$ cat src/hw/rtl/x86_16_instruction_decoder_core_assert.svh
// Assertion macros used by the decoder core.
// Depends on nothing; included by the decoder core to check its own logic.
`ifndef X86_16_INSTRUCTION_DECODER_CORE_ASSERT_SVH
`define X86_16_INSTRUCTION_DECODER_CORE_ASSERT_SVH

// Same-cycle implication, disabled while reset is asserted.
`define X86D_ASSERT_NOW(lbl, clk_s, rst_n_s, ante, cons, msg) \
	lbl: assert property (@(posedge clk_s) disable iff (!(rst_n_s)) (ante) |-> (cons)) \
		else $error(msg);

// Next-cycle implication, disabled while reset is asserted.
`define X86D_ASSERT_NEXT(lbl, clk_s, rst_n_s, ante, cons, msg) \
	lbl: assert property (@(posedge clk_s) disable iff (!(rst_n_s)) (ante) |=> (cons)) \
		else $error(msg);

`endif

$ cat src/hw/rtl/x86d_pkg.sv
// Shared types, opcode constants and a helper function of the x86 decoder.
// Depends on nothing; used by every decoder module.
`timescale 1ns / 1ps

package x86d_pkg;

	localparam int BUF_DEPTH = 6;
	localparam int NUM_JUMPS = 20;

	typedef logic [2:0] cnt_t;

	typedef enum logic [3:0] {
		CL_UNSUP,
		CL_JUMP,
		CL_MOVRM,
		CL_ALURM,
		CL_MOVIMMRM,
		CL_ALUIMMRM,
		CL_MOVLOAD,
		CL_MOVSTORE,
		CL_ALUACC,
		CL_MOVIMMREG
	} insn_class_t;

	typedef enum logic [2:0] {
		KIND_NONE,
		KIND_REG,
		KIND_BASED,
		KIND_DIRECT,
		KIND_IMM,
		KIND_REL
	} opnd_kind_t;

	localparam logic [4:0] MN_MOV       = 5'd0;
	localparam logic [4:0] MN_ADD       = 5'd1;
	localparam logic [4:0] MN_SUB       = 5'd2;
	localparam logic [4:0] MN_CMP       = 5'd3;
	localparam logic [4:0] MN_JUMP_BASE = 5'd4;
	localparam logic [4:0] MN_UNSUP     = 5'd24;

	// Operation select codes of the arithmetic group.
	localparam logic [2:0] ALU_SEL_ADD = 3'd0;
	localparam logic [2:0] ALU_SEL_SUB = 3'd5;
	localparam logic [2:0] ALU_SEL_CMP = 3'd7;

	localparam logic [1:0] MOD_MEM0 = 2'd0;
	localparam logic [1:0] MOD_MEM8 = 2'd1;
	localparam logic [1:0] MOD_MEM16 = 2'd2;
	localparam logic [1:0] MOD_REG  = 2'd3;
	localparam logic [2:0] RM_DIRECT = 3'd6;

	localparam logic [7:0] OP_SEG_FROM = 8'h8C;
	localparam logic [7:0] OP_SEG_TO   = 8'h8E;

	localparam logic [7:0] MASK_W      = 8'hFE;
	localparam logic [7:0] MASK_DW     = 8'hFC;
	localparam logic [7:0] MASK_HI     = 8'hF0;

	localparam logic [7:0] OP_MOV_IMM_RM = 8'hC6;
	localparam logic [7:0] OP_MOV_LOAD   = 8'hA0;
	localparam logic [7:0] OP_MOV_STORE  = 8'hA2;
	localparam logic [7:0] OP_ADD_ACC    = 8'h04;
	localparam logic [7:0] OP_SUB_ACC    = 8'h2C;
	localparam logic [7:0] OP_CMP_ACC    = 8'h3C;
	localparam logic [7:0] OP_ADD_RM     = 8'h00;
	localparam logic [7:0] OP_SUB_RM     = 8'h28;
	localparam logic [7:0] OP_CMP_RM     = 8'h38;
	localparam logic [7:0] OP_ALU_IMM_RM = 8'h80;
	localparam logic [7:0] OP_MOV_RM     = 8'h88;
	localparam logic [7:0] OP_MOV_IMM_REG = 8'hB0;

	// Short jump and loop opcodes, in mnemonic order.
	localparam logic [7:0] JUMP_CODES [NUM_JUMPS] = '{
		8'h75, 8'h74, 8'h7C, 8'h7E, 8'h72, 8'h76, 8'h7A, 8'h70, 8'h78, 8'h7D,
		8'h7F, 8'h73, 8'h77, 8'h7B, 8'h71, 8'h79, 8'hE2, 8'hE1, 8'hE0, 8'hE3
	};

	typedef struct packed {
		insn_class_t cls;
		logic [4:0]  jump_idx;
	} class_info_t;

	typedef struct packed {
		logic [4:0]  mnemonic;
		logic [2:0]  dest_kind;
		logic [3:0]  dest_reg;
		logic [2:0]  src_kind;
		logic [3:0]  src_reg;
		logic [2:0]  ea_mode;
		logic [15:0] displacement;
		logic [15:0] immediate;
		logic        word_size;
	} dec_fields_t;

	// Number of displacement bytes that follow the mod/rm byte.
	function automatic logic [1:0] disp_len(input logic [1:0] md, input logic [2:0] rm);
		logic [1:0] n;
		begin
			unique case (md)
				MOD_MEM0:  n = (rm == RM_DIRECT) ? 2'd2 : 2'd0;
				MOD_MEM8:  n = 2'd1;
				MOD_MEM16: n = 2'd2;
				default:   n = 2'd0;
			endcase
			return n;
		end
	endfunction

endpackage

$ cat src/hw/rtl/x86_16_instruction_decoder_core.sv
// 16-bit x86 instruction decoder, fed one byte per transaction.
// Throughput: one byte per cycle while the input is not stalled, limited by the loop through the byte counter.
// An instruction's last byte waits in the input register; its decode loads the result register when that byte retires.
// While a result is stalled, the following bytes are still absorbed; only the byte that
// completes the next instruction waits in the input register, and the input stalls behind it.
// Reset clears the byte counter and both valid flags; the byte buffer is not reset.
`timescale 1ns / 1ps

module x86_16_instruction_decoder_core (
	input  logic        clk,
	input  logic        arst_n,
	input  logic        in_valid,
	output logic        in_stall,
	input  logic [7:0]  byte_in,
	output logic        out_valid,
	input  logic        out_stall,
	output logic [4:0]  mnemonic,
	output logic [2:0]  dest_kind,
	output logic [3:0]  dest_reg,
	output logic [2:0]  src_kind,
	output logic [3:0]  src_reg,
	output logic [2:0]  ea_mode,
	output logic signed [15:0] displacement,
	output logic signed [15:0] immediate,
	output logic        word_size,
	output logic [2:0]  length
);

`include "x86_16_instruction_decoder_core_assert.svh"

	// Input register: one accepted byte waits here for its decode cycle.
	logic       valid_s1;
	logic [7:0] byte_s1;

	// Instruction buffer and the count of bytes already held for the
	// current instruction.
	logic [x86d_pkg::BUF_DEPTH-1:0][7:0] buf_q;
	x86d_pkg::cnt_t taken_q;

	// Result register.
	logic                  out_valid_q;
	x86d_pkg::dec_fields_t res_q;
	logic [2:0]            len_q;

	logic [2:0]                          wr_idx;
	x86d_pkg::cnt_t                      taken_new;
	logic [x86d_pkg::BUF_DEPTH-1:0][7:0] eff_bytes;
	x86d_pkg::class_info_t               info;
	x86d_pkg::cnt_t                      need;
	logic                                done;
	x86d_pkg::dec_fields_t               fields;
	logic                                out_free;
	logic                                fire_s1;
	logic                                load_s1;

	// The byte in the input register lands at the next free slot; a count past
	// the buffer depth would restart it, which no legal instruction reaches.
	always_comb begin
		wr_idx    = (taken_q > 3'(x86d_pkg::BUF_DEPTH - 1)) ? 3'd0 : taken_q;
		taken_new = wr_idx + 3'd1;
		for (int i = 0; i < x86d_pkg::BUF_DEPTH; i++) begin
			eff_bytes[i] = (wr_idx == 3'(i)) ? byte_s1 : buf_q[i];
		end
	end

	x86d_len u_len (
		.op    (eff_bytes[0]),
		.modrm (eff_bytes[1]),
		.taken (taken_new),
		.info  (info),
		.need  (need),
		.done  (done)
	);

	x86d_fields u_fields (
		.insn_bytes (eff_bytes),
		.info       (info),
		.fields     (fields)
	);

	// A byte that completes an instruction may only retire when the result
	// register is free or draining this cycle; any other byte retires at once.
	assign out_free = !out_valid_q || !out_stall;
	assign fire_s1  = valid_s1 && (!done || out_free);
	assign load_s1  = !valid_s1 || fire_s1;
	assign in_stall = !load_s1;

	always_ff @(posedge clk or negedge arst_n) begin
		if (!arst_n) begin
			valid_s1 <= 1'b0;
		end else if (load_s1) begin
			valid_s1 <= in_valid;
		end
	end

	always_ff @(posedge clk) begin
		if (load_s1 && in_valid) begin
			byte_s1 <= byte_in;
		end
	end

	always_ff @(posedge clk or negedge arst_n) begin
		if (!arst_n) begin
			taken_q <= '0;
		end else if (fire_s1) begin
			taken_q <= done ? 3'd0 : taken_new;
		end
	end

	always_ff @(posedge clk) begin
		if (fire_s1) begin
			buf_q[wr_idx] <= byte_s1;
		end
	end

	always_ff @(posedge clk or negedge arst_n) begin
		if (!arst_n) begin
			out_valid_q <= 1'b0;
		end else if (fire_s1 && done) begin
			out_valid_q <= 1'b1;
		end else if (!out_stall) begin
			out_valid_q <= 1'b0;
		end
	end

	always_ff @(posedge clk) begin
		if (fire_s1 && done) begin
			res_q <= fields;
			len_q <= need;
		end
	end

	assign out_valid    = out_valid_q;
	assign mnemonic     = res_q.mnemonic;
	assign dest_kind    = res_q.dest_kind;
	assign dest_reg     = res_q.dest_reg;
	assign src_kind     = res_q.src_kind;
	assign src_reg      = res_q.src_reg;
	assign ea_mode      = res_q.ea_mode;
	assign displacement = res_q.displacement;
	assign immediate    = res_q.immediate;
	assign word_size    = res_q.word_size;
	assign length       = len_q;

	// The counter never holds a full buffer between instructions.
	`X86D_ASSERT_NOW(a_taken_range, clk, arst_n, 1'b1, taken_q < 3'(x86d_pkg::BUF_DEPTH), "byte count out of range")

	// A completed instruction produces a result and restarts the buffer.
	`X86D_ASSERT_NEXT(a_done_emits, clk, arst_n, fire_s1 && done, out_valid_q && taken_q == 3'd0, "completed instruction not emitted")

	// A partial instruction advances the count by exactly one byte.
	`X86D_ASSERT_NEXT(a_partial_count, clk, arst_n, fire_s1 && !done, taken_q == $past(taken_new) && !$rose(out_valid_q), "partial instruction miscounted")

	// A completion never overwrites a result that is still being held.
	`X86D_ASSERT_NOW(a_no_overwrite, clk, arst_n, out_valid_q && out_stall && valid_s1 && done, in_stall && !fire_s1, "held result overwritten")

	// Every emitted result carries a legal length.
	`X86D_ASSERT_NOW(a_len_legal, clk, arst_n, out_valid_q, len_q != 3'd0 && len_q <= 3'(x86d_pkg::BUF_DEPTH), "illegal instruction length")

endmodule

$ cat src/hw/rtl/x86d_len.sv
// Opcode classification and instruction length from the first two bytes.
// Depends on x86d_pkg.
`timescale 1ns / 1ps

module x86d_len (
	input  logic [7:0]           op,
	input  logic [7:0]           modrm,
	input  x86d_pkg::cnt_t       taken,
	output x86d_pkg::class_info_t info,
	output x86d_pkg::cnt_t       need,
	output logic                 done
);

	logic       jump_hit;
	logic [4:0] jump_idx;
	logic       has_modrm;
	logic [1:0] dl;
	logic [1:0] il;

	// The jump table holds distinct codes, so at most one compare hits.
	always_comb begin
		jump_hit = 1'b0;
		jump_idx = '0;
		for (int i = 0; i < x86d_pkg::NUM_JUMPS; i++) begin
			if (op == x86d_pkg::JUMP_CODES[i]) begin
				jump_hit = 1'b1;
				jump_idx = 5'(i);
			end
		end
	end

	always_comb begin
		info.jump_idx = jump_idx;
		if (jump_hit) begin
			info.cls = x86d_pkg::CL_JUMP;
		end else if (op == x86d_pkg::OP_SEG_FROM || op == x86d_pkg::OP_SEG_TO) begin
			info.cls = x86d_pkg::CL_UNSUP;
		end else if ((op & x86d_pkg::MASK_W) == x86d_pkg::OP_MOV_IMM_RM) begin
			info.cls = x86d_pkg::CL_MOVIMMRM;
		end else if ((op & x86d_pkg::MASK_W) == x86d_pkg::OP_MOV_LOAD) begin
			info.cls = x86d_pkg::CL_MOVLOAD;
		end else if ((op & x86d_pkg::MASK_W) == x86d_pkg::OP_MOV_STORE) begin
			info.cls = x86d_pkg::CL_MOVSTORE;
		end else if ((op & x86d_pkg::MASK_W) == x86d_pkg::OP_ADD_ACC
				|| (op & x86d_pkg::MASK_W) == x86d_pkg::OP_SUB_ACC
				|| (op & x86d_pkg::MASK_W) == x86d_pkg::OP_CMP_ACC) begin
			info.cls = x86d_pkg::CL_ALUACC;
		end else if ((op & x86d_pkg::MASK_DW) == x86d_pkg::OP_ADD_RM
				|| (op & x86d_pkg::MASK_DW) == x86d_pkg::OP_SUB_RM
				|| (op & x86d_pkg::MASK_DW) == x86d_pkg::OP_CMP_RM) begin
			info.cls = x86d_pkg::CL_ALURM;
		end else if ((op & x86d_pkg::MASK_DW) == x86d_pkg::OP_ALU_IMM_RM) begin
			info.cls = x86d_pkg::CL_ALUIMMRM;
		end else if ((op & x86d_pkg::MASK_DW) == x86d_pkg::OP_MOV_RM) begin
			info.cls = x86d_pkg::CL_MOVRM;
		end else if ((op & x86d_pkg::MASK_HI) == x86d_pkg::OP_MOV_IMM_REG) begin
			info.cls = x86d_pkg::CL_MOVIMMREG;
		end else begin
			info.cls = x86d_pkg::CL_UNSUP;
		end
	end

	always_comb begin
		has_modrm = (info.cls == x86d_pkg::CL_MOVRM) || (info.cls == x86d_pkg::CL_ALURM)
			|| (info.cls == x86d_pkg::CL_MOVIMMRM) || (info.cls == x86d_pkg::CL_ALUIMMRM);
		dl = x86d_pkg::disp_len(modrm[7:6], modrm[2:0]);
		unique case (info.cls)
			x86d_pkg::CL_JUMP:      il = 2'd1;
			x86d_pkg::CL_MOVIMMRM,
			x86d_pkg::CL_ALUACC:    il = op[0] ? 2'd2 : 2'd1;
			x86d_pkg::CL_ALUIMMRM:  il = (op[0] && !op[1]) ? 2'd2 : 2'd1;
			x86d_pkg::CL_MOVLOAD,
			x86d_pkg::CL_MOVSTORE:  il = 2'd2;
			x86d_pkg::CL_MOVIMMREG: il = op[3] ? 2'd2 : 2'd1;
			default:                il = 2'd0;
		endcase

		if (info.cls == x86d_pkg::CL_UNSUP) begin
			need = 3'd1;
		end else if (has_modrm && taken < 3'd2) begin
			// Length is open until the mod/rm byte is in.
			need = 3'd2;
		end else if (has_modrm) begin
			need = 3'd2 + {1'b0, dl} + {1'b0, il};
		end else begin
			need = 3'd1 + {1'b0, il};
		end
		done = (taken >= need);
	end

endmodule

$ cat src/hw/rtl/x86d_fields.sv
// Operand and mnemonic field decode of one complete buffered instruction.
// Depends on x86d_pkg.
`timescale 1ns / 1ps

module x86d_fields (
	input  logic [x86d_pkg::BUF_DEPTH-1:0][7:0] insn_bytes,
	input  x86d_pkg::class_info_t               info,
	output x86d_pkg::dec_fields_t               fields
);

	function automatic logic [15:0] sext8(input logic [7:0] b);
		return {{8{b[7]}}, b};
	endfunction

	function automatic logic [4:0] alu_code(input logic [2:0] sel);
		logic [4:0] mn;
		begin
			unique case (sel)
				x86d_pkg::ALU_SEL_ADD: mn = x86d_pkg::MN_ADD;
				x86d_pkg::ALU_SEL_SUB: mn = x86d_pkg::MN_SUB;
				x86d_pkg::ALU_SEL_CMP: mn = x86d_pkg::MN_CMP;
				default:               mn = x86d_pkg::MN_UNSUP;
			endcase
			return mn;
		end
	endfunction

	logic [7:0]  op;
	logic [7:0]  m;
	logic        w;
	logic [1:0]  md;
	logic [2:0]  rm;
	logic [2:0]  regf;
	logic [1:0]  dl;
	logic [7:0]  imm_lo;
	logic [7:0]  imm_hi;
	logic [15:0] imm_rm;
	logic [2:0]  rm_kind;
	logic [3:0]  rm_reg;
	logic [2:0]  rm_ea;
	logic [15:0] rm_disp;
	x86d_pkg::dec_fields_t f;

	assign op   = insn_bytes[0];
	assign m    = insn_bytes[1];
	assign w    = op[0];
	assign md   = m[7:6];
	assign rm   = m[2:0];
	assign regf = m[5:3];
	assign dl   = x86d_pkg::disp_len(md, rm);

	// Immediate of the reg/mem immediate forms sits right after the displacement.
	always_comb begin
		unique case (dl)
			2'd0:    begin imm_lo = insn_bytes[2]; imm_hi = insn_bytes[3]; end
			2'd1:    begin imm_lo = insn_bytes[3]; imm_hi = insn_bytes[4]; end
			default: begin imm_lo = insn_bytes[4]; imm_hi = insn_bytes[5]; end
		endcase
		if (info.cls == x86d_pkg::CL_MOVIMMRM) begin
			imm_rm = w ? {imm_hi, imm_lo} : sext8(imm_lo);
		end else begin
			imm_rm = (w && !op[1]) ? {imm_hi, imm_lo} : sext8(imm_lo);
		end
	end

	// Operand named by mod and rm.
	always_comb begin
		rm_kind = x86d_pkg::KIND_BASED;
		rm_reg  = '0;
		rm_ea   = '0;
		rm_disp = '0;
		if (md == x86d_pkg::MOD_REG) begin
			rm_kind = x86d_pkg::KIND_REG;
			rm_reg  = {w, rm};
		end else if (md == x86d_pkg::MOD_MEM0 && rm == x86d_pkg::RM_DIRECT) begin
			rm_kind = x86d_pkg::KIND_DIRECT;
			rm_disp = {insn_bytes[3], insn_bytes[2]};
		end else begin
			rm_ea = rm;
			if (md == x86d_pkg::MOD_MEM8) begin
				rm_disp = sext8(insn_bytes[2]);
			end else if (md == x86d_pkg::MOD_MEM16) begin
				rm_disp = {insn_bytes[3], insn_bytes[2]};
			end
		end
	end

	always_comb begin
		f = '0;
		f.mnemonic = x86d_pkg::MN_UNSUP;
		unique case (info.cls)
			x86d_pkg::CL_JUMP: begin
				f.mnemonic  = x86d_pkg::MN_JUMP_BASE + info.jump_idx;
				f.dest_kind = x86d_pkg::KIND_REL;
				f.immediate = sext8(insn_bytes[1]);
			end
			x86d_pkg::CL_MOVRM, x86d_pkg::CL_ALURM: begin
				f.mnemonic  = (info.cls == x86d_pkg::CL_MOVRM) ? x86d_pkg::MN_MOV
					: alu_code(op[5:3]);
				f.word_size    = w;
				f.ea_mode      = rm_ea;
				f.displacement = rm_disp;
				if (op[1]) begin
					f.dest_kind = x86d_pkg::KIND_REG;
					f.dest_reg  = {w, regf};
					f.src_kind  = rm_kind;
					f.src_reg   = rm_reg;
				end else begin
					f.src_kind  = x86d_pkg::KIND_REG;
					f.src_reg   = {w, regf};
					f.dest_kind = rm_kind;
					f.dest_reg  = rm_reg;
				end
			end
			x86d_pkg::CL_MOVIMMRM, x86d_pkg::CL_ALUIMMRM: begin
				f.mnemonic  = (info.cls == x86d_pkg::CL_MOVIMMRM) ? x86d_pkg::MN_MOV
					: alu_code(regf);
				f.word_size    = w;
				f.dest_kind    = rm_kind;
				f.dest_reg     = rm_reg;
				f.ea_mode      = rm_ea;
				f.displacement = rm_disp;
				f.src_kind     = x86d_pkg::KIND_IMM;
				f.immediate    = imm_rm;
			end
			x86d_pkg::CL_MOVLOAD: begin
				f.mnemonic     = x86d_pkg::MN_MOV;
				f.word_size    = w;
				f.dest_kind    = x86d_pkg::KIND_REG;
				f.dest_reg     = {w, 3'd0};
				f.src_kind     = x86d_pkg::KIND_DIRECT;
				f.displacement = {insn_bytes[2], insn_bytes[1]};
			end
			x86d_pkg::CL_MOVSTORE: begin
				f.mnemonic     = x86d_pkg::MN_MOV;
				f.word_size    = w;
				f.src_kind     = x86d_pkg::KIND_REG;
				f.src_reg      = {w, 3'd0};
				f.dest_kind    = x86d_pkg::KIND_DIRECT;
				f.displacement = {insn_bytes[2], insn_bytes[1]};
			end
			x86d_pkg::CL_ALUACC: begin
				f.mnemonic  = alu_code(op[5:3]);
				f.word_size = w;
				f.dest_kind = x86d_pkg::KIND_REG;
				f.dest_reg  = {w, 3'd0};
				f.src_kind  = x86d_pkg::KIND_IMM;
				f.immediate = w ? {insn_bytes[2], insn_bytes[1]} : sext8(insn_bytes[1]);
			end
			x86d_pkg::CL_MOVIMMREG: begin
				f.mnemonic  = x86d_pkg::MN_MOV;
				f.word_size = op[3];
				f.dest_kind = x86d_pkg::KIND_REG;
				f.dest_reg  = {op[3], op[2:0]};
				f.src_kind  = x86d_pkg::KIND_IMM;
				f.immediate = op[3] ? {insn_bytes[2], insn_bytes[1]} : sext8(insn_bytes[1]);
			end
			default: begin
				f.mnemonic = x86d_pkg::MN_UNSUP;
			end
		endcase
	end

	// An unsupported instruction reports nothing but its mnemonic.
	always_comb begin
		if (f.mnemonic == x86d_pkg::MN_UNSUP) begin
			fields = '0;
			fields.mnemonic = x86d_pkg::MN_UNSUP;
		end else begin
			fields = f;
		end
	end

endmodule

$ cat config.mk
export PLATFORM = sky130hd
export DESIGN_NAME = x86_16_instruction_decoder_core
export DESIGN_NICKNAME = d
export VERILOG_FILES = /design/src/hw/rtl/x86d_pkg.sv /design/src/hw/rtl/x86_16_instruction_decoder_core.sv /design/src/hw/rtl/x86d_len.sv /design/src/hw/rtl/x86d_fields.sv
export VERILOG_INCLUDE_DIRS = /design/src /design/src/hw/rtl
export SDC_FILE = /design/constraint.sdc
export NUM_CORES = 1
export LEC_CHECK = 0
export BUFFER_PORTS_ARGS = -buffer_cell sky130_fd_sc_hd__buf_2
export CORE_MARGIN = 2
export CORE_UTILIZATION = 40
export DETAILED_ROUTE_END_ITERATION = 7
export PLACE_DENSITY_LB_ADDON = 0.05
export SLEW_MARGIN = 10
export SYNTH_ARGS = -nofsm -noshare
export SYNTH_HDL_FRONTEND = slang
export SYNTH_SLANG_ARGS = --single-unit
$ cat constraint.sdc
create_clock -name clk -period 18 [get_ports clk]
set_clock_uncertainty 0.2 [all_clocks]
set_input_delay 0.9 -clock clk [delete_from_list [all_inputs] [get_ports clk]]
set_output_delay 0.9 -clock clk [all_outputs]
set_load 0.02 [all_outputs]
# After elaboration in Yosys (flattened, before gate mapping)
# Index checks and enable logic that the tools add are counted.
dict set report totals {
  ff_bits 119
  inputBits 12
  out_inout_bits 60
  elab_cells 229
}
dict set report classes {
  n_addsub 5
  order_cmp 5
  n_eq_ne 58
  mux 98
  n_bitwise 1
  n_reduce_logical 42
}
# operator count
set op_table {}
lappend op_table {{$mux W16} 9}
lappend op_table {{$eq A8 B7 Y1 const B} 16}
lappend op_table {{$mux W5} 20}
lappend op_table {{$pmux W16 S4} 1}
lappend op_table {{$mux W8} 7}
lappend op_table {{$bwmux W48} 1}
lappend op_table {{$eq A8 B8 Y1 const B} 6}
lappend op_table {{$mux W4} 11}
lappend op_table {{$pmux W16 S2} 1}
lappend op_table {{$pmux W8 S2} 2}
lappend op_table {{$pmux W5 S3} 2}
lappend op_table {{$pmux W5 S5} 1}
lappend op_table {{$demux W8 S3} 1}
lappend op_table {{$mux W1} 24}
lappend op_table {{$eq A3 B3 Y1 const B} 7}
lappend op_table {{$eq A7 B7 Y1 const B} 3}
lappend op_table {{$mux W3} 6}
lappend op_table {{$eq A4 B3 Y1 const B} 4}
lappend op_table {{$pmux W4 S4} 1}
lappend op_table {{$pmux W3 S5} 1}
lappend op_table {{$eq A7 B5 Y1 const B} 2}
lappend op_table {{$mux W14} 1}
lappend op_table {{$eq A4 B4 Y1 const B} 3}
lappend op_table {{$eq A6 B4 Y1 const B} 2}
lappend op_table {{38 further kinds} 77}

# Logic depth before layout (Yosys ltp)
# Gate-level depths: netlist (run 1).
dict set report logic_depth {
  depth_word 39
  ltp_mapped 23
  ltp_nobuf 21
}

# Modules after synthesis
# A second synthesis (run 1) with hierarchy kept.
dict set report hier_totals {
  hier_cells 645
  area_unflattened_um2 7096.8
}
# module instances cells_each area_each_um2
set modules_own_cells {}
lappend modules_own_cells {x86_16_instruction_decoder_core 1 208 4362.9}
lappend modules_own_cells {x86d_fields 1 316 1960.6}
lappend modules_own_cells {x86d_len 1 121 773.2}

# Worst setup path after synthesis (run 1)
# OpenSTA, ideal clock, no wires.
dict set report synth_timing {
  path_kind {reg2reg}
  startpoint {register taken_q[1]}
  endpoint {register res_q, in the netlist dest_kind[0] (enable)}
  arrival_ns 6.648
  t_required_ns 17.326
  path_slack_ns 10.678
  stages_incl_launch_ff 22
  n_path_buf 3
  period_less_slack_ns 7.322
  path_cell_list {dfrtp_1 inv_1 ha_1 buf_2 nor3_2 buf_2 buf_2 mux2i_1 a211oi_1 nor2_1 nor3_1 ha_1 inv_1 ha_1 a21oi_1 nor2_1 a21oi_1 ha_1 a21o_1 a21oi_1 o21ai_0 nor2_1}
}
dict set report synth_via {
  elab_chain_len 38
}
# element line_no
set synth_rtl {}
lappend synth_rtl {{start, declared} x86_16_instruction_decoder_core.sv:38} ;# x86d_pkg::cnt_t taken_q;
lappend synth_rtl {{start signal, assigned} x86_16_instruction_decoder_core.sv:106} ;# taken_q <= done ? 3'd0 : taken_new;
lappend synth_rtl {{$gt A3 B3 Y1} x86_16_instruction_decoder_core.sv:59} ;# wr_idx = (taken_q > 3'(x86d_pkg::BUF_DEPTH - 1)) ? 3'd0 : taken_q;
lappend synth_rtl {{$mux W3 (*)} x86_16_instruction_decoder_core.sv:59}
lappend synth_rtl {{$logic_not A3 Y1} x86_16_instruction_decoder_core.sv:62} ;# eff_bytes[i] = (wr_idx == 3'(i)) ? byte_s1 : buf_q[i];
lappend synth_rtl {{$mux W8} x86_16_instruction_decoder_core.sv:62}
lappend synth_rtl {{$eq A8 B7 Y1} x86d_len.sv:25} ;# if (op == x86d_pkg::JUMP_CODES[i]) begin
lappend synth_rtl {{$mux W1 (20 in series)} x86d_len.sv:25}
lappend synth_rtl {{$mux W4} x86d_len.sv:34} ;# if (jump_hit) begin
lappend synth_rtl {{$eq A4 B3 Y1 (tied with other cells)} x86d_len.sv:67} ;# unique case (info.cls)
lappend synth_rtl {{[... 3 more ...]} n/a}
lappend synth_rtl {{$mux W3 or $logic_and A1 B1 Y1 (tied branches)} {x86d_len.sv:83, x86d_len.sv:80}}
lappend synth_rtl {{$mux W3} x86d_len.sv:80} ;# end else if (has_modrm && taken < 3'd2) begin
lappend synth_rtl {{$mux W3} x86d_len.sv:78} ;# if (info.cls == x86d_pkg::CL_UNSUP) begin
lappend synth_rtl {{$ge A3 B3 Y1 (*)} x86d_len.sv:88} ;# done = (taken >= need);
lappend synth_rtl {{$logic_not A1 Y1} x86_16_instruction_decoder_core.sv:84} ;# assign fire_s1 = valid_s1 && (!done || out_free);
lappend synth_rtl {{$logic_or A1 B1 Y1} x86_16_instruction_decoder_core.sv:84}
lappend synth_rtl {{$logic_and A1 B1 Y1} x86_16_instruction_decoder_core.sv:84}
lappend synth_rtl {{$logic_and A1 B1 Y1 (*)} x86_16_instruction_decoder_core.sv:127} ;# if (fire_s1 && done) begin
lappend synth_rtl {{end signal, assigned} x86_16_instruction_decoder_core.sv:128} ;# res_q <= fields;
lappend synth_rtl {{end, declared} x86_16_instruction_decoder_core.sv:42} ;# x86d_pkg::dec_fields_t res_q;
# Mark *: on every way between the ends. The rest lies on a longest branch, timed or not.
# A chain may end at the register's enable or synchronous reset.

# Worst setup path after layout (run 1)
dict set report layout_timing {
  startpoint {register taken_q[1]}
  endpoint {output in_stall}
}
dict set report layout_via {
  elab_chain_len 39
}
# element line_no
set layout_rtl {}
lappend layout_rtl {{$gt A3 B3 Y1} x86_16_instruction_decoder_core.sv:59}
lappend layout_rtl {{$mux W3 (*)} x86_16_instruction_decoder_core.sv:59}
lappend layout_rtl {{$logic_not A3 Y1} x86_16_instruction_decoder_core.sv:62}
lappend layout_rtl {{$mux W8} x86_16_instruction_decoder_core.sv:62}
lappend layout_rtl {{$eq A8 B7 Y1} x86d_len.sv:25}
lappend layout_rtl {{$mux W1 (20 in series)} x86d_len.sv:25}
lappend layout_rtl {{$mux W4} x86d_len.sv:34}
lappend layout_rtl {{$eq A4 B3 Y1 (tied with other cells)} x86d_len.sv:67}
lappend layout_rtl {{[... 4 more ...]} n/a}
lappend layout_rtl {{$mux W3} x86d_len.sv:80}
lappend layout_rtl {{$mux W3} x86d_len.sv:78}
lappend layout_rtl {{$ge A3 B3 Y1 (*)} x86d_len.sv:88}
lappend layout_rtl {{$logic_not A1 Y1 (*)} x86_16_instruction_decoder_core.sv:84}
lappend layout_rtl {{$logic_or A1 B1 Y1 (*)} x86_16_instruction_decoder_core.sv:84}
lappend layout_rtl {{$logic_and A1 B1 Y1 (*)} x86_16_instruction_decoder_core.sv:84}
lappend layout_rtl {{$logic_or A1 B1 Y1 (*)} x86_16_instruction_decoder_core.sv:85} ;# assign load_s1 = !valid_s1 || fire_s1;
lappend layout_rtl {{$logic_not A1 Y1 (*)} x86_16_instruction_decoder_core.sv:86} ;# assign in_stall = !load_s1;
lappend layout_rtl {{end, declared} x86_16_instruction_decoder_core.sv:13} ;# output logic in_stall,
# Marks and branches as above.

==> flow_summary.ini, run 1 <==
[finish]
diodes = 0
fin_cells = 1010
final_net_count = 797
layout_common_cells = edfxtp_1, buf_2, nand2_1, nor2_1, a21oi_1
syn2layout_area_growth_pct = 14.5
layout-drive-gt1-share_pct = 20.0
design_area_um2 = 8490
fin_util_pct = 46.9
largest_reg_flops = 48
max_flop_register = buf_q
final_common_cell = edfxtp_1

[logic_synthesis]
netlist_area_um2 = 7420
synth.distinct_cells = 71
muxShareOfSynthArea_pct = 8.79
ys_async_sr_fraction_pct = 4.20
syn_nets = 743
yosysSeqAreaShare_pct = 47.8
synthAdderAreaFrac_pct = 2.87
synth_compound_gate_area_share_pct = 18.5
synthSimpleGateAreaFrac_pct = 17.5
ys_ff_latch = 119
synth_top_family_by_area = compound AO/OA/AOI/OAI gates
netlist_instances = 714
synth_edf_count = 114
ys.flop_type = edfxtp_1
synth_xor_area_share_pct = 0.709
syn_avg_cell_area_um2 = 10.4
ys_warn_count = 0

[grt]
antenna_found_initial = 0
grt_pass1_wl_um = 35300
track_usage_pct = 23.5
grt_pass1_vias = 5742
grt.overflow.total = 0
grt_start_max_net_pins = 59

[critical_path]
ff2ff_setup_slack_ps = 10550
crit_path_start = taken_q[1]
worst_ep_arrival_time_ps = 6630
cp.required_ps = 16900
cp-end-kind = output pin
critPathKind = reg -> out
path_cells = ha_1 > nand2b_1 > inv_1 > ha_1 > nand2b_1 > mux2_2 > o21a_1 > nor2_2 > inv_1 > ha_1 > inv_1 > ha_1 > a21oi_1 > nor2_1 > a21oi_1 > ha_1 > a21o_1 > a21oi_1 > nor2_1 > nand2_1 > inv_1 > buf_2
r2r_cells = 21
startpoint_type = register
cp-endpoint = in_stall
crit_top_cell = ha_1
r2r_end = src_kind[1]
r2r-start = taken_q[1]
path_max_fanout = 24
slowest_delay_ps = 780
slowest_stage = nor2_2

[cts]
postCtsHoldBufs = 0
cts_tree = built
clk_pin_slew_worst_paths_ps = 60
cts.repair.resized = 0
cts-root-buf = clkbuf_16
cts_max_path_buffers = 2
postCtsSetupRepairBufs = 0
h-tree-depth = 4
clk_latency_ps = 430
cts_inserted_buffers = 17
clock-sinks = 119

[timing]
drv_slew = 0
fin_crit_ps = 7730
setup_violations = 0
tns_ps = 0
max_freq_ghz = 0.129
hold_viol = 0
rsz0062_at_grt = no
maxSlewHeadroom_pct = 32.7
fin_crit_sh_pct = 43.0
worst_slew_pin_slew_ps = 1010

[floorplan]
start_util_pct = 41.0
die_h_um = 140
io_pins = 72
fp.dieArea_um2 = 19600
rows = 49
core_area_um2 = 18100
dieWidth_um = 140

[place]
numPortBuffers = 71
hpwl_um = 16000
place_area_um2 = 7960
place_inst = 978
gp_congestion = 0.943

[route]
wirelength_um = 23000
drt-vias-per-instance = 6.02
drtIter0Drc = 803
avgRoutedWirePerCell_um = 22.7
vias = 6078
drc = 9
ant_nets = 0
first_pass_iters = 7

[flow_run]
cap_violations = 0

[power_and_ir_drop]
vdd_ir_drop_max_mv = 0.139
power.density_nw_per_um2 = 222
leakage_nw = 3.20

[run_status]
outcome = complete, but fails checks
violations = DRC

[worst_hold_path]
hold_path_class = in -> async
[cell type report]
type                    instances  area, um^2
flip-flops and latches        119        3550
inverters                      19        71.3
fillers                      1643        9600
repair buffers                 84         453
clock buffers                  18         429
well taps                     229         287
clock inverters                14         101
multi-input cells             527        3600
[cells by family after synthesis]
logic type | Yosys count
DFF | 119
AOI/OAI and AO/OA | 190
buffers and inverters | 68
adders and majority gates | 17
and+or+nand+nor | 254
muxes | 60
xor gates and xnor gates | 6
[routing by layer]
metal	track usage (%)	vias up	part of all wire, %
li1	-	2865	-
met1	35.5	2874	48
met4	8.61	0	2.0
met5	0	-	0
met2	33.7	303	43
met3	4.10	36	7.1
[Yosys cell counts, types with 4 or more instances]
| cell type | instances | area share, % |
|---|---|---|
| edfxtp_1 | 114 | 46 |
| nor2_1 | 65 | 3.3 |
| nand2_1 | 64 | 3.2 |
| a21oi_1 | 38 | 2.6 |
| mux2i_1 | 37 | 5.0 |
| clkbuf_1 | 34 | 1.7 |
| o21ai_0 | 27 | 1.8 |
| mux2_2 | 21 | 3.2 |
| inv_1 | 18 | 0.91 |
| nor3_1 | 18 | 1.2 |
| ha_1 | 17 | 2.9 |
| nand2b_1 | 14 | 1.2 |
| nor2b_1 | 13 | 1.1 |
| o211ai_1 | 13 | 1.3 |
| o22a_1 | 13 | 1.5 |
| and3_1 | 10 | 0.84 |
| nand3_1 | 10 | 0.67 |
| a31oi_1 | 9 | 0.76 |
| buf_2 | 9 | 0.61 |
| o221ai_1 | 9 | 1.1 |
| o22ai_1 | 9 | 0.76 |
| a211oi_1 | 8 | 0.81 |
| a32oi_1 | 8 | 0.94 |
| and2_1 | 8 | 0.67 |
| nand3b_1 | 8 | 0.81 |
| nor4_1 | 8 | 0.67 |
| or2_2 | 7 | 0.59 |
| a2bb2oi_1 | 6 | 0.71 |
| a21o_1 | 5 | 0.51 |
| a221oi_1 | 5 | 0.59 |
| dfrtp_1 | 5 | 1.7 |
| nand4b_1 | 5 | 0.59 |
| o21a_1 | 5 | 0.51 |
| o31ai_1 | 5 | 0.51 |
| o32ai_1 | 5 | 0.59 |
| or3_1 | 5 | 0.42 |
| buf_1 | 4 | 0.20 |
| nor3b_1 | 4 | 0.40 |
| nor4b_1 | 4 | 0.47 |
| xor2_1 | 4 | 0.47 |
[power breakdown]
group | switching (mW) | total, mW | internal, mW
Clock | 0.137 | 0.314 | 0.176
Combinational | 0.708 | 1.02 | 0.309
Sequential | 0.0668 | 0.551 | 0.484
[worst min-delay path by stage]
stage | startpoint | endpoint
2_1_floorplan | taken_q[0] | taken_q[0]
3_3_place_gp | taken_q[0] | taken_q[0]
3_5_place_dp | taken_q[0] | taken_q[0]
4_1_cts | arst_n | valid_s1
5_1_grt | arst_n | out_valid
6_report | arst_n | valid_s1
[critical path, delay by kind of cell (launching register included)]
family	cells	cell delay [ps]
compound gates	5	1110
fa+ha+maj	5	1420
buf+inv	5	860
flops	1	450
mux	1	450
simple gates	6	1890
[through the flow]
stage          hold slack (ps)  total power, mW  setup slack [ps]
2_1_floorplan              265             1.26             10680
3_5_place_dp               321             1.56             10690
4_1_cts                   74.2             1.88             10340
6_report                  80.0             1.88             10270
5_1_grt                   78.1             1.99              9790
3_3_place_gp               298             1.55             10870
Note: power is estimated with default switching activity, not from simulation.
==> run 2, diff against run 1 <==
--- a/config.mk
+++ b/config.mk
@@ -6,6 +6,7 @@
 export SDC_FILE = /design/constraint.sdc
 export NUM_CORES = 1
 export LEC_CHECK = 0
+export ABC_AREA = 1
 export BUFFER_PORTS_ARGS = -buffer_cell sky130_fd_sc_hd__buf_2
 export CORE_MARGIN = 2
 export CORE_UTILIZATION = 40
==> constraint.sdc (replaced) <==
create_clock -name clk -period 7.2 [get_ports clk]
set_clock_uncertainty 0.2 [all_clocks]
set_input_delay 0.36 -clock clk [delete_from_list [all_inputs] [get_ports clk]]
set_output_delay 0.36 -clock clk [all_outputs]
set_load 0.02 [all_outputs]
==> run 2 against run 1 <==
The run now ends clean; clock-buffer cell count decreased by 1; worst hold slack lost 5.5 ps; setup slack worse by 9500 ps; critical endpoint is now buf_q[16]; largest power group unchanged.
==> flow_summary.ini, run 2 <==
[finish]
layout-drive-gt1-share_pct = 22.0
design_area_um2 = 8470
largest_reg_flops = 48
max_flop_register = buf_q
syn2layout_area_growth_pct = 17.2
layout_common_cells = nand2_1, edfxtp_1, inv_1
final_common_cell = nand2_1
diodes = 0
final_net_count = 926

[power_and_ir_drop]
vdd_ir_drop_max_mv = 0.315
power.density_nw_per_um2 = 460
leakage_nw = 3.66

[critical_path]
cp-end-kind = register
slowest_stage = nor2_2
slowest_delay_ps = 560
r2r-start = taken_q[1]
crit_path_start = taken_q[1]
path_max_fanout = 21
critPathKind = reg -> reg
worst_ep_arrival_time_ps = 6350
startpoint_type = register
critPathBufInv = 8
critPathTopFamily = simple AND/OR/NAND/NOR gates
cp.required_ps = 7130
crit_top_cell = inv_1

[timing]
fin_ws_ps = 782
rsz0062_at_grt = no
tns_ps = 0
hold_slack_ps = 74.5
hold_viol = 0
max_freq_ghz = 0.156
worst_slew_pin_slew_ps = 731
fin_crit_sh_pct = 89.1
drv_slew = 0
setup_violations = 0
fin_crit_ps = 6420
maxSlewHeadroom_pct = 50.8

[cts]
cts_inserted_buffers = 17
clk_pin_slew_worst_paths_ps = 60
cts-root-buf = clkbuf_16
cts_max_path_buffers = 2
h-tree-depth = 4
cts_tree = built
clock-sinks = 119
cts.repair.resized = 0
clk_latency_ps = 420

[grt]
track_usage_pct = 20.6
grt.overflow.total = 0
grt_pass1_vias = 5563
grt_start_max_net_pins = 59
grt_pass1_wl_um = 30800
antenna_found_initial = 0

[worst_hold_path]
hold_path_class = in -> async

[route]
wirelength_um = 19400
drc = 0
avgRoutedWirePerCell_um = 17.0
first_pass_iters = 6
drtIter0Drc = 492
ant_nets = 0
drt-vias-per-instance = 5.11
vias = 5814

[place]
dpl_worst_slack_ps = 896
gp_congestion = 0.867
place_area_um2 = 7780
numPortBuffers = 71
hpwl_um = 14800

[logic_synthesis]
synthTopCellsByArea = edfxtp_1, nand2_1, inv_1
ys_async_sr_fraction_pct = 4.20
ys_ff_latch = 119
ys_warn_count = 0
synth_top_area_share_pct = 47.4
synth.distinct_cells = 45
synth.largest_area_cell = edfxtp_1
yosysSeqAreaShare_pct = 49.1
syn_avg_cell_area_um2 = 8.91
ys.flop_type = edfxtp_1
syn_nets = 840
netlist_area_um2 = 7220
synth_edf_count = 114
netlist_instances = 811
synth_most_common_cell = nand2_1
yosys-top-cells-count = nand2_1, edfxtp_1, inv_1, nor2_1, nand3_1

[floorplan]
io_pins = 72
core_area_um2 = 17800
dieWidth_um = 138
fp.dieArea_um2 = 19200
rows = 49
die_h_um = 138
start_util_pct = 40.5

[flow_run]
cap_violations = 0

[run_status]
outcome = completed
-- run 2: cell count changes in the layout (fill, tap and decap cells not counted), sizes merged, moves of 14 or more --
| cell | delta |
|---|---|
| nand2 | +121 |
| inv | +90 |
| o21ai | +39 |
| nand2b | -14 |
| mux2i | -38 |
| mux2 | -21 |
| nor2 | +44 |
| nand3 | +63 |
-- run 2: final cells by class --
type                    count  area (um^2)
repair buffers             94          568
well taps                 229          287
multi-input cells         556         3080
clock inverters            14          151
fillers                  1752         9370
inverters                 109          410
clock buffers              17          425
flip-flops and latches    119         3550
-- run 2: cells by family (layout without fill, tap and decap cells) --
logic type | after synthesis | after routing | synth area share (%)
simple gates | 388 | 388 | 27.0
compound gates | 149 | 149 | 12.5
fa+ha+maj | 17 | 17 | 2.94
buf+inv | 136 | 234 | 8.28
flops | 119 | 119 | 49.1
xor+xnor | 2 | 2 | 0.243
-- run 2: through the flow --
step,instances,utilization (%),total power [mW]
2_1_floorplan,811,-,2.56
3_3_place_gp,1096,43.6,3.05
3_5_place_dp,1096,43.6,3.07
4_1_cts,1138,47.5,3.91
5_1_grt,1138,47.5,4.15
6_report,1138,47.5,3.89
-- run 2: repair_timing --
item	4_1_cts	5_1_grt
endpoints found under the hold margin	15	0
hold buffers	11	0
buffers inserted	0	0
-- run 2: final timing paths --
| kind | to | slack [ps] | depth (start not counted) |
|---|---|---|---|
| max | buf_q[16] | 780 | 31 |
| min | valid_s1 | 70 | 2 |
| max reg2reg | buf_q[16] | 780 | 31 |
| min reg2reg | out_valid | 310 | 2 |
| max in group asynchronous | taken_q[1] | 6600 | 2 |
| min in group clk | out_valid | 310 | 2 |
-- run 2: layer usage --
layer | part of all wire (%) | global-route usage (%) | vias to the layer above
met2 | 46 | 32.4 | 156
li1 | - | - | 2926
met5 | 0 | 0 | -
met4 | 2.1 | 8.43 | 0
met3 | 3.5 | 3.33 | 30
met1 | 48 | 28.5 | 2702
-- run 2: power breakdown --
part	switching [mW]	leakage (nW)	internal (mW)
sequential	0.0729	1.15	1.09
combinational	1.40	2.24	0.501
clock	0.318	0.272	0.509
total	1.79	3.66	2.10
==> run 3, diff against run 2 <==
--- a/config.mk
+++ b/config.mk
@@ -11,6 +11,7 @@
 export CORE_MARGIN = 2
 export CORE_UTILIZATION = 40
 export DETAILED_ROUTE_END_ITERATION = 7
+export GPL_TIMING_DRIVEN = 0
 export PLACE_DENSITY_LB_ADDON = 0.05
 export SLEW_MARGIN = 10
 export SYNTH_ARGS = -nofsm -noshare
==> run 3 against run 2 <==
Die area is the same; worst hold slack better by 2.0 ps; routed wire length increased by 0.19%; final area is 1.7% higher; flip-flop and latch count did not move; utilization increased by 0.79 points; sequential power is essentially flat; setup slack got worse by 300 ps; clock-buffer cell count stayed put; critical path depth fell by 2; critical path type unchanged.
==> flow_summary.ini, run 3 (same netlist as run 2, synthesis figures left out) <==
[cts]
h-tree-depth = 4
clk_pin_slew_worst_paths_ps = 60
cts_inserted_buffers = 17
cts_max_path_buffers = 2
cts_tree = built
clock-sinks = 119
cts-root-buf = clkbuf_16
clk_latency_ps = 420

[grt]
grt_pass1_wl_um = 31000
antenna_found_initial = 0
grt_start_max_net_pins = 46
grt.overflow.total = 0
track_usage_pct = 20.5
grt_pass1_vias = 5815

[finish]
max_flop_register = buf_q
final_net_count = 942
layout_common_cells = nand2_1, edfxtp_1, inv_1
fin_cells = 1155
diodes = 0
layout-drive-gt1-share_pct = 23.0
design_area_um2 = 8610
nFillCells = 1755
final_common_cell = nand2_1
syn2layout_area_growth_pct = 19.2
largest_reg_flops = 48

[route]
drc = 0
drtIter0Drc = 436
avgRoutedWirePerCell_um = 16.8
vias = 5935
drt-vias-per-instance = 5.14
wirelength_um = 19400
ant_nets = 0
first_pass_iters = 6

[floorplan]
rows = 49
io_pins = 72
start_util_pct = 40.5
fp.dieArea_um2 = 19200
die_h_um = 138
core_area_um2 = 17800
dieWidth_um = 138

[timing]
tns_ps = 0
fin_crit_ps = 6710
max_freq_ghz = 0.149
hold_slack_ps = 76.5
maxSlewHeadroom_pct = 55.2
drv_slew = 0
fin_crit_sh_pct = 93.2
hold_viol = 0
setup_violations = 0
worst_slew_pin_slew_ps = 669
rsz0062_at_grt = yes

[critical_path]
worst_ep_arrival_time_ps = 6570
slowest_delay_ps = 560
critPathKind = reg -> reg
crit_top_cell = inv_1
cp.required_ps = 7050
slowest_stage = nor3_2
startpoint_type = register
path_max_fanout = 10
cp-end-kind = register

[power_and_ir_drop]
leakage_nw = 3.72
vdd_ir_drop_max_mv = 0.455
power.density_nw_per_um2 = 459

[flow_run]
cap_violations = 0

[worst_hold_path]
hold_path_class = in -> async

[place]
numPortBuffers = 71
place_inst = 1112
place_area_um2 = 7890
hpwl_um = 15000
gp_congestion = 0.893

[run_status]
outcome = completed
run 3: changes by cell type in the layout (fill, tap and decap cells not counted), sizes merged:
cell,change
buf,+5
bufinv,-1
clkbuf,+11
clkinv,-1
inv,+3
run 3: layout make-up:
type                    count  area (um^2)  area share [%]
flip-flops and latches    119         3550            41.2
multi-input cells         556         3120            36.3
repair buffers             83          485            5.64
clock buffers              17          425            4.94
inverters                 109          410            4.77
well taps                 229          287            3.33
plain buffers              27          188            2.18
clock inverters            15          143            1.66
run 3: per-layer routing:
layer | global-route usage (%) | share of wire (%)
met5 | 0 | 0
met1 | 27.8 | 46
met3 | 3.78 | 6.1
met4 | 8.43 | 2.8
met2 | 32.7 | 45
run 3: path summary, 6_finish.rpt:
check,start,endpoint,slack [ps],depth (start not counted)
min in group clk,out_valid,out_valid,300,2
max reg2reg,taken_q[1],buf_q[1],490,29
max,taken_q[1],buf_q[1],490,29
max in group asynchronous,arst_n,taken_q[0],6600,2
min,arst_n,out_valid,80,2
min reg2reg,out_valid,out_valid,300,2
run 3: critical path: cells and delay by family (launching register included):
kind	cells	cell delay (ps)
simple gates	11	2210
compound gates	4	980
buf+inv	8	970
flops	1	470
xor+xnor	1	160
fa+ha+maj	5	1330
run 3: repair_timing:
item | CTS | global route
setup endpoints to repair | 0 | 93
hold buffers | 11 | 0
gates resized for setup | 0 | 7
buffers inserted | 0 | 0
hold endpoints to repair | 15 | 0
run 3: report_power, final:
part / total [mW] / switching [mW] / internal, mW
sequential: 1.17 / 0.0754 / 1.09
clock: 0.817 / 0.336 / 0.481
combinational: 1.97 / 1.43 / 0.542
run 3: metrics by stage:
stage                     power, mW  util, %  setup WS [ps]
after detailed placement       3.13     44.2           94.2
after global placement         3.08     44.1           -300
after CTS                      3.96     48.0           62.2
after floorplan                2.56        -           1130
after global routing           4.20     48.3          -41.3
final                          3.95     48.3            486
